$ cat config.mk
export PLATFORM = sky130hd
export DESIGN_NAME = lux_moving_average_threshold_unit
export DESIGN_NICKNAME = d
export VERILOG_FILES = /design/src/hw/rtl/lmat_pkg.sv /design/src/hw/rtl/lux_moving_average_threshold_unit.sv
export SDC_FILE = /design/constraint.sdc
export NUM_CORES = 1
export LEC_CHECK = 0
export BUFFER_PORTS_ARGS = -buffer_cell sky130_fd_sc_hd__buf_2
export CAP_MARGIN = 20
export CORE_ASPECT_RATIO = 0.75
export CORE_UTILIZATION = 54
export CTS_CLUSTER_DIAMETER = 200
export DETAILED_ROUTE_END_ITERATION = 7
export GPL_ROUTABILITY_DRIVEN = 0
export PLACE_DENSITY = 0.76
export SETUP_SLACK_MARGIN = 0.3
export SLEW_MARGIN = 20
export SYNTH_ARGS = -nofsm -noshare
export SYNTH_HDL_FRONTEND = slang
export SYNTH_SLANG_ARGS = --single-unit
$ cat constraint.sdc
create_clock -name clk -period 3.72 [get_ports clk]
set_clock_uncertainty 0.2 [all_clocks]
set_input_delay 0.558 -clock clk [delete_from_list [all_inputs] [get_ports clk]]
set_output_delay 0.558 -clock clk [all_outputs]
set_load 0.005 [all_outputs]
$ cat src/hw/rtl/lmat_pkg.sv
package lmat_pkg;

  localparam int LUX_W       = 23;
  localparam int CNTR_W      = 32;
  localparam int WINDOW_DEF  = 8;
  localparam int CFG_IDX_W   = 1;
  localparam int S_TDATA_W   = 24;
  localparam int M_TDATA_W   = 112;

  localparam logic [LUX_W-1:0] HIGH_THRESHOLD_RST = LUX_W'(50000);
  localparam logic [LUX_W-1:0] LOW_THRESHOLD_RST  = LUX_W'(1000);

  localparam logic [CFG_IDX_W-1:0] CFG_HIGH_THRESHOLD = 1'b0;
  localparam logic [CFG_IDX_W-1:0] CFG_LOW_THRESHOLD  = 1'b1;

  typedef logic [LUX_W-1:0]  lux_t;
  typedef logic [CNTR_W-1:0] cntr_t;

endpackage

$ cat src/hw/rtl/lux_moving_average_threshold_unit.sv
// Moving average of lux samples (hundredths of a lux) over a window of
// WINDOW_SIZE entries, with high and low alarms against two programmable
// thresholds; each alarm stays set until the mean is back between them. A
// request with s_tuser low is a missed sample: it bumps the missed counter in
// its accept cycle and yields no result. A valid sample passes S_UPDATE, which
// updates the ring and running window sum, then S_DIV, where a bit-serial
// restoring divider turns the sum into the mean one quotient bit per cycle,
// then S_DONE, which loads the result once the output register is free;
// s_tready stays low meanwhile. A result waits in the output register while
// the next request is accepted.
module lux_moving_average_threshold_unit
  import lmat_pkg::*;
#(
  parameter int WINDOW_SIZE = WINDOW_DEF
) (
  input  logic                 clk,
  input  logic                 rst,
  input  logic                 s_tvalid,
  output logic                 s_tready,
  input  logic [S_TDATA_W-1:0] s_tdata,   // lux_value
  input  logic                 s_tuser,   // sample_valid
  output logic                 m_tvalid,
  input  logic                 m_tready,
  // sequence_number, raw_lux, filtered_lux, missed_count, high_alarm, low_alarm
  output logic [M_TDATA_W-1:0] m_tdata,
  input  logic                 cfg_valid,
  output logic                 cfg_ready,
  input  logic [CFG_IDX_W-1:0] cfg_index,
  input  logic [LUX_W-1:0]     cfg_data
);

  localparam int POS_W      = (WINDOW_SIZE > 1) ? $clog2(WINDOW_SIZE) : 1;
  localparam int CNT_W      = $clog2(WINDOW_SIZE + 1);
  localparam int SUM_W      = LUX_W + $clog2(WINDOW_SIZE);
  localparam int DIV_CNT_W  = $clog2(SUM_W);

  localparam logic [1:0] S_IDLE   = 2'd0;
  localparam logic [1:0] S_UPDATE = 2'd1;
  localparam logic [1:0] S_DIV    = 2'd2;
  localparam logic [1:0] S_DONE   = 2'd3;

  logic [1:0]           state;
  lux_t                 high_threshold;
  lux_t                 low_threshold;
  lux_t                 ring [WINDOW_SIZE];
  lux_t                 rd_data;
  lux_t                 lux_in;
  logic [POS_W-1:0]     write_position;
  logic [CNT_W-1:0]     fill_count;
  logic [SUM_W-1:0]     window_sum;
  logic [SUM_W-1:0]     window_sum_next;
  cntr_t                sequence_counter;
  cntr_t                missed_counter;
  logic                 high_flag;
  logic                 low_flag;
  logic                 high_flag_next;
  logic                 low_flag_next;
  logic [SUM_W-1:0]     quo;
  logic [CNT_W-1:0]     rem;
  logic [CNT_W:0]       rem_shift;
  logic                 rem_ge;
  logic [DIV_CNT_W-1:0] div_cnt;
  logic                 full;
  logic                 in_fire;
  lux_t                 mean;
  logic                 out_free;

  assign s_tready  = (state == S_IDLE);
  assign cfg_ready = 1'b1;
  assign in_fire   = s_tvalid && s_tready;
  assign full      = (fill_count == CNT_W'(WINDOW_SIZE));
  assign out_free  = !m_tvalid || m_tready;
  assign mean      = quo[LUX_W-1:0];

  assign window_sum_next = window_sum - (full ? SUM_W'(rd_data) : '0) + SUM_W'(lux_in);

  assign rem_shift = {rem, quo[SUM_W-1]};
  assign rem_ge    = (rem_shift >= {1'b0, fill_count});

  always_comb begin
    high_flag_next = high_flag;
    low_flag_next  = low_flag;
    priority if (mean > high_threshold) begin
      high_flag_next = 1'b1;
    end else if (mean < low_threshold) begin
      low_flag_next = 1'b1;
    end else begin
      high_flag_next = 1'b0;
      low_flag_next  = 1'b0;
    end
  end

  // window storage
  always_ff @(posedge clk) begin
    if (in_fire) begin
      rd_data <= ring[write_position];
    end
    if (state == S_UPDATE) begin
      ring[write_position] <= lux_in;
    end
  end

  always_ff @(posedge clk) begin
    if (in_fire) begin
      lux_in <= s_tdata[LUX_W-1:0];
    end
    if (state == S_UPDATE) begin
      quo <= window_sum_next;
      rem <= '0;
    end else if (state == S_DIV) begin
      rem <= rem_ge ? CNT_W'(rem_shift - {1'b0, fill_count}) : rem_shift[CNT_W-1:0];
      quo <= {quo[SUM_W-2:0], rem_ge};
    end
    if (state == S_DONE && out_free) begin
      m_tdata <= {low_flag_next, high_flag_next, missed_counter, mean, lux_in,
                   sequence_counter};
    end
  end

  always_ff @(posedge clk) begin
    if (rst) begin
      state            <= S_IDLE;
      high_threshold   <= HIGH_THRESHOLD_RST;
      low_threshold    <= LOW_THRESHOLD_RST;
      write_position   <= '0;
      fill_count       <= '0;
      window_sum       <= '0;
      sequence_counter <= '0;
      missed_counter   <= '0;
      high_flag        <= 1'b0;
      low_flag         <= 1'b0;
      div_cnt          <= '0;
      m_tvalid         <= 1'b0;
    end else begin
      if (cfg_valid) begin
        unique case (cfg_index)
          CFG_HIGH_THRESHOLD: high_threshold <= cfg_data;
          CFG_LOW_THRESHOLD:  low_threshold  <= cfg_data;
          default: ;
        endcase
      end
      if (state == S_DONE && out_free) begin
        m_tvalid <= 1'b1;
      end else if (m_tready) begin
        m_tvalid <= 1'b0;
      end
      unique case (state)
        S_IDLE: begin
          if (in_fire) begin
            if (s_tuser) begin
              state <= S_UPDATE;
            end else begin
              missed_counter <= missed_counter + 1'b1;
            end
          end
        end
        S_UPDATE: begin
          window_sum <= window_sum_next;
          if (!full) begin
            fill_count <= fill_count + 1'b1;
          end
          write_position <= (write_position == POS_W'(WINDOW_SIZE - 1)) ? '0
                                                                       : write_position + 1'b1;
          div_cnt <= DIV_CNT_W'(SUM_W - 1);
          state   <= S_DIV;
        end
        S_DIV: begin
          div_cnt <= div_cnt - 1'b1;
          if (div_cnt == '0) begin
            state <= S_DONE;
          end
        end
        S_DONE: begin
          if (out_free) begin
            high_flag        <= high_flag_next;
            low_flag         <= low_flag_next;
            sequence_counter <= sequence_counter + 1'b1;
            state            <= S_IDLE;
          end
        end
        default: state <= S_IDLE;
      endcase
    end
  end

endmodule
# Word-level counts from Yosys, hierarchy flattened
# Memories as Yosys holds them, arrays and structs flattened. A register that Yosys moved wholly into a read port is not among the register bits.
# Index checks and enable logic that the tools add are counted.
word_totals:
  inputBits: 54
  output_inout_bits: 115
  memories: 1
  word_cells: 73
  mem_bits_rw: 184
  reg_bits: 318
mem_list:
  columns: ["memory", "words", "word_bits", "rd", "rd_clocked_by_memory_dff", "wr", "line", "text"]
  rows:
  - ["ring", 8, 23, 1, 1, 1, "lux_moving_average_threshold_unit.sv:45", "lux_t ring [WINDOW_SIZE];"]
op_classes:
  n_eq_ne: 9
  add_sub_neg: 8
  magnitude_cmp: 3
  bitwise: 3
  n_reduce_logical: 14
  mux: 19
ops:
  columns: ["op", "count"]
  rows:
  - ["adder 32 x 1 -> 32 bit, second input constant", 2]
  - ["2-to-1 mux 26 bit", 2]
  - ["adder 26 x 23 -> 26 bit", 1]
  - ["subtractor 26 x 23 -> 26 bit", 1]
  - ["> comparator 23 bit", 1]
  - ["< comparator 23 bit", 1]
  - ["2-to-1 mux 23 bit", 1]
  - ["case mux 5 bit (2 select lines)", 1]
  - ["2-to-1 mux 1 bit", 8]
  - ["2-to-1 mux 2 bit", 4]
  - ["case mux 2 bit (4 select lines)", 1]
  - ["AND reduction 2 bit", 4]
  - ["inequality test 2 x 1 -> 1 bit, second input constant", 3]
  - [">= comparator 5 x 4 -> 1 bit", 1]
  - ["logical NOT 5 bit", 1]
  - ["subtractor 5 x 1 -> 5 bit, second input constant", 1]
  - ["adder 4 x 1 -> 4 bit, second input constant", 1]
  - ["equality test 2 bit, second input constant", 2]
  - ["equality test 4 bit, second input constant", 1]
  - ["2-to-1 mux 4 bit", 1]
  - ["AND reduction 4 bit", 1]
  - ["nonzero test 2 bit", 2]
  - ["subtractor 4 bit", 1]
  - ["adder 3 x 1 -> 3 bit, second input constant", 1]
  - ["10 further kinds", 13]

# Longest topological paths before layout
depth:
  ltp_word: 5
  mapped_depth: 17
  ltp_nobuf: 16

# Worst setup path after synthesis
# OpenSTA, ideal clock, no wires.
synth_path:
  path_type: "input-to-reg"
  from: "in m_tready"
  to: "reg sequence_counter[2]"
  arrival_time_ns: 3.512
  setup_slack_ns: -0.120
  setup_time_ns: 0.128
  required_ns: 3.392
  n_path_buf: 0
  cell_stages: 6
  cell_sequence: "nand2b_1 nand2_1 inv_1 nand2_1 xnor2_1 nor2_1"
synth_via:
  elab_chain_len: 2
synth_rtl:
  columns: ["item", "line", "text"]
  rows:
  - ["start: declaration", "lux_moving_average_threshold_unit.sv:23", "input logic m_tready,"]
  - ["logical OR 1 bit", "lux_moving_average_threshold_unit.sv:72", "assign out_free = !m_tvalid || m_tready;"]
  - ["AND reduction 2 bit (no source line)", null, null]
  - ["end signal: assignment", "lux_moving_average_threshold_unit.sv:177", "sequence_counter <= sequence_counter + 1'b1;"]
  - ["end: declaration", "lux_moving_average_threshold_unit.sv:52", "cntr_t sequence_counter;"]
# No other way between the ends.
# A chain may end at the register's enable or synchronous reset.

# Worst setup path after layout
layout_path:
  from: "reg fill_count[1]"
  to: "reg quo[20], data pin"
layout_via:
  elab_chain_len: 5
layout_rtl:
  columns: ["item", "line", "text"]
  rows:
  - ["start: declaration", "lux_moving_average_threshold_unit.sv:49", "logic [CNT_W-1:0] fill_count;"]
  - ["start signal: assignment", "lux_moving_average_threshold_unit.sv:160", "fill_count <= fill_count + 1'b1;"]
  - ["equality test 4 bit", "lux_moving_average_threshold_unit.sv:71", "assign full = (fill_count == CNT_W'(WINDOW_SIZE));"]
  - ["2-to-1 mux 23 bit", "lux_moving_average_threshold_unit.sv:75", "assign window_sum_next = window_sum - (full ? SUM_W'(rd_data) : '0) + SUM_W'(lux_in);"]
  - ["subtractor 26 x 23 -> 26 bit", "lux_moving_average_threshold_unit.sv:75", null]
  - ["adder 26 x 23 -> 26 bit", "lux_moving_average_threshold_unit.sv:75", null]
  - ["2-to-1 mux 26 bit", "lux_moving_average_threshold_unit.sv:107", "if (state == S_UPDATE) begin"]
  - ["end signal: assignment", "lux_moving_average_threshold_unit.sv:108", "quo <= window_sum_next;"]
  - ["end signal: assignment", "lux_moving_average_threshold_unit.sv:112", "quo <= {quo[SUM_W-2:0], rem_ge};"]
  - ["end: declaration", "lux_moving_average_threshold_unit.sv:58", "logic [SUM_W-1:0] quo;"]
# No other way between the ends.

==> summary.txt <==
Leakage Power: 10.2 nW
Initial Utilization: 55.4%
length of the first detailed-routing pass in iterations: 6
power dissipated by switching net loads: 0.00802 W
biggest area contributors in the synthesized netlist: sky130_fd_sc_hd__edfxtp_1 48%, sky130_fd_sc_hd__dfxtp_1 14%, sky130_fd_sc_hd__ha_1 4.8%, sky130_fd_sc_hd__mux4_2 4.5%, sky130_fd_sc_hd__nand2_1 3.2%
result of the run: finished, violations left
sum of overflow across all layers after global routing: 0
root buf cell: sky130_fd_sc_hd__clkbuf_16
relative slew slack: 35.8%
pin count of the biggest net entering global routing: 118
number of synthesized flops with an enable pin: 368
dominant register cell in the synthesized netlist: sky130_fd_sc_hd__edfxtp_1
Worst Setup Path Type: reg -> reg
P&R area growth vs syn: 21.0%
Post-layout nets: 2250
failing checks: negative setup slack
DRT Wirelength: 52500 um
post-route non-filler standard cell count: 2690
antenna viol nets, final: 0
r2r setup slk: -0.28 ns
internal power summed over all cells: 0.0147 W
maximum vdd drop: 0.506 mV
overall power after layout: 0.0227 W
Synth top area share: 48.3%
initial DRC count: 1262
total I/O pin count: 169
proportion of register bits with asynchronous set or reset after synthesis: 0%
final cycle utilization of the critical path: 108%
Max clock buf depth: 3
height of the die: 180 um
aggregate global-route resource usage: 24.4%
number of global-route vias before repair: 15000
average size of a mapped cell: 12.6 um2
final critical delay including setup and external delays: 4.00 ns
Std-Cell Rows: 64
count of unique library cells instantiated by Yosys: 80
areal power density over the cells: 821 mW/mm2
count of fill cells added during filler insertion: 2896
minimum hold slack: 0.0243 ns
total die area: 0.0432 mm2
post-detailed-route wirelength per cell: 19.5 um
share of total power in the clock network: 23.2%
CP Capture Type: flop
synthesized flop and latch total: 525
total setup violations reported at the end of the flow: 18
initial antenna violation count: 3
per-cell via count in the routed design: 5.60
Core Region: 0.0413 mm2
worst endpoint required time: 3.95 ns
number of maximum-capacitance violations: 0
worst path setup slack after routing: -0.280 ns
RSZ-0062 raised after global routing: true
first-pass GRT wire length: 82000 um
CP Max Fanout: 6
clock net sink count: 525
total CTS buffers: 50
core utilization of the finished layout: 67.0%
TritonCTS clock tree: built
launching element type of the critical path: flop
H-tree level count: 2
worst-skew pair later-pin latency: 0.58 ns
combinational fraction of design power: 40.6%
net count of the mapped netlist: 1983
synthesized instance count: 1818
part of the Yosys area used for sequential elements: 62.0%
number of max-slew violations in the final report: 0
Inst Count DP: 2535
Seq pwr share: 36.2%
classification of the worst-slack hold path: in -> reg
quantity of I/O buffers inserted on ports: 166
Die X: 240 um
data arrival time of the critical path: 4.23 ns
number of vias in the routed layout: 15100
highest attainable clock frequency: 0.250 GHz
transition time of the tightest slew-check pin: 0.962 ns
clock-pin slew of the registers on the worst-case setup and hold paths: 0.06 ns
cell type with the largest total area after synthesis: sky130_fd_sc_hd__edfxtp_1
post-detail-place hpwl: 33100 um
number of remaining DRC errors: 0
Sw Share: 35.3%
area of the mapped netlist: 0.0229 mm2
final hold violations: 0
post-placement setup slack: -0.321 ns
count of warnings emitted by yosys: 0
share of post-route cells with drive strength above 1: 26.2%
-- power groups by stage --
| stage | combinational (W) | clock [W] | sequential [W] |
|---|---|---|---|
| floorplan | 0.00518 | 0 | 0.00803 |
| global placement | 0.00688 | 0 | 0.00830 |
| detailed placement | 0.00716 | 0 | 0.00834 |
| CTS | 0.00804 | 0.00536 | 0.00823 |
| global route | 0.0100 | 0.00560 | 0.00832 |
| finish | 0.00923 | 0.00528 | 0.00823 |
-- worst max-delay path, stage by stage, from the launching register on --
cell                        delay (ns)
sky130_fd_sc_hd__dfxtp_4          0.36
sky130_fd_sc_hd__inv_4            0.04
sky130_fd_sc_hd__ha_4             0.16
sky130_fd_sc_hd__and3_4           0.22
sky130_fd_sc_hd__and2_4           0.16
sky130_fd_sc_hd__fa_2             0.56
sky130_fd_sc_hd__fa_2             0.21
sky130_fd_sc_hd__and2b_1          0.21
sky130_fd_sc_hd__o211ai_1         0.50
sky130_fd_sc_hd__a2111oi_4        0.17
sky130_fd_sc_hd__a311oi_4         0.38
sky130_fd_sc_hd__a21oi_2          0.12
sky130_fd_sc_hd__buf_4            0.17
sky130_fd_sc_hd__or3_4            0.33
sky130_fd_sc_hd__nand3_2          0.06
-- path summary, 6_finish.rpt --
kind / depth (start not counted) / start / end
max: 14 / fill_count[1] / quo[20]
min: 2 / cfg_data[8] / high_threshold[8]
max reg2reg: 14 / fill_count[1] / quo[20]
min reg2reg: 0 / sequence_counter[2] / m_tdata[2]
-- metrics by stage --
| stage | TNS, ns | cell area, um2 |
|---|---|---|
| 6_report | -3.06 | 27700 |
| 5_1_grt | -5.50 | 27700 |
| 4_1_cts | -0.839 | 27300 |
| 3_5_place_dp | -2.62 | 24800 |
| 3_3_place_gp | -0.911 | 24800 |
| 2_1_floorplan | 0 | 23100 |
-- cell type report --
type / count / area (um2) / share of cell area (%)
clock buffer: 72 / 1510 / 5.45
antenna: 2 / 5.00 / 0.0181
sequential: 525 / 14200 / 51.3
clock inverter: 22 / 230 / 0.831
multi-input combinational: 1043 / 8500 / 30.7
timing repair buffer: 284 / 1860 / 6.72
inverter: 181 / 686 / 2.48
tap: 561 / 702 / 2.53
-- state kept, by name (all words and copies together), names as in the netlist --
signal	count
sequence_counter	32
div_cnt	5
low_flag	1
ring	184
m_tdata	112
low_threshold	23
write_position	3
missed_counter	32
window_sum	26
rd_data	23
lux_in	23
m_tvalid	1
high_flag	1
high_threshold	23
state	2
rem	4
quo	26
fill_count	4
-- metal layers --
layer	up-vias	track usage [%]	wire length (um)
met3	121	3.52	3190
met4	0	7.41	1560
met1	7415	34.9	22900
li1	6977	-	-
met2	538	38.8	24900
met5	-	0	0
-- cell usage in the layout (no fill, tap or decap), types with 9 or more instances in the layout --
| cell type | instances |
|---|---|
| sky130_fd_sc_hd__edfxtp_1 | 368 |
| sky130_fd_sc_hd__clkbuf_1 | 10 |
| sky130_fd_sc_hd__dlygate4sd3_1 | 25 |
| sky130_fd_sc_hd__o21ai_1 | 18 |
| sky130_fd_sc_hd__mux2i_1 | 18 |
| sky130_fd_sc_hd__a21oi_1 | 99 |
| sky130_fd_sc_hd__fa_1 | 22 |
| sky130_fd_sc_hd__nor2_2 | 12 |
| sky130_fd_sc_hd__mux2_2 | 24 |
| sky130_fd_sc_hd__inv_2 | 11 |
| sky130_fd_sc_hd__mux4_2 | 46 |
| sky130_fd_sc_hd__clkbuf_16 | 55 |
| sky130_fd_sc_hd__inv_1 | 168 |
| sky130_fd_sc_hd__a211o_1 | 9 |
| sky130_fd_sc_hd__ha_1 | 66 |
| sky130_fd_sc_hd__buf_4 | 82 |
| sky130_fd_sc_hd__nand2_1 | 191 |
| sky130_fd_sc_hd__nor3_1 | 14 |
| sky130_fd_sc_hd__nand2b_1 | 11 |
| sky130_fd_sc_hd__and2_1 | 24 |
| sky130_fd_sc_hd__ha_4 | 15 |
| sky130_fd_sc_hd__dfxtp_1 | 153 |
| sky130_fd_sc_hd__nand4_1 | 19 |
| sky130_fd_sc_hd__nor2_1 | 119 |
| sky130_fd_sc_hd__buf_2 | 165 |
| sky130_fd_sc_hd__o21ai_0 | 34 |
| sky130_fd_sc_hd__a21oi_2 | 13 |
| sky130_fd_sc_hd__or3_1 | 10 |
| sky130_fd_sc_hd__xor2_1 | 46 |
| sky130_fd_sc_hd__nand3_1 | 38 |
| sky130_fd_sc_hd__xnor2_1 | 25 |
-- repair_timing --
item / CTS / global route
hold buffers: 25 / 0
resized for setup: 72 / 66
endpoints found under the setup margin: 37 / 41
hold endpoints to repair: 25 / 0
buffers inserted: 14 / 18
pin swaps: 37 / 37
cloned: 2 / 0
-- cell usage after synthesis (all sizes together), types with 11 or more instances --
cell type / instances
a211oi: 15
a21oi: 119
and2: 31
buf: 20
clkbuf: 51
dfxtp: 157
edfxtp: 368
fa: 24
ha: 87
inv: 181
mux2: 27
mux2i: 18
mux4: 46
nand2: 198
nand2b: 11
nand3: 43
nand4: 20
nor2: 133
nor3: 17
o21ai: 59
or3: 11
xnor2: 27
xor2: 48
-- cells by family (layout without fill, tap and decap cells) --
kind of cell	after synthesis	count (layout)	synth area share [%]
buffers and inverters	252	559	4.25
XOR/XNOR	75	75	2.87
AND/OR/NAND/NOR	509	511	10.6
multiplexers	91	91	6.64
flip-flops	525	525	62.0
adder cells (fa/ha/maj)	111	111	6.85
AO/OA/AOI/OAI	254	254	6.80
other	1	3	0.0164
Power figures use the tool's default switching activity.
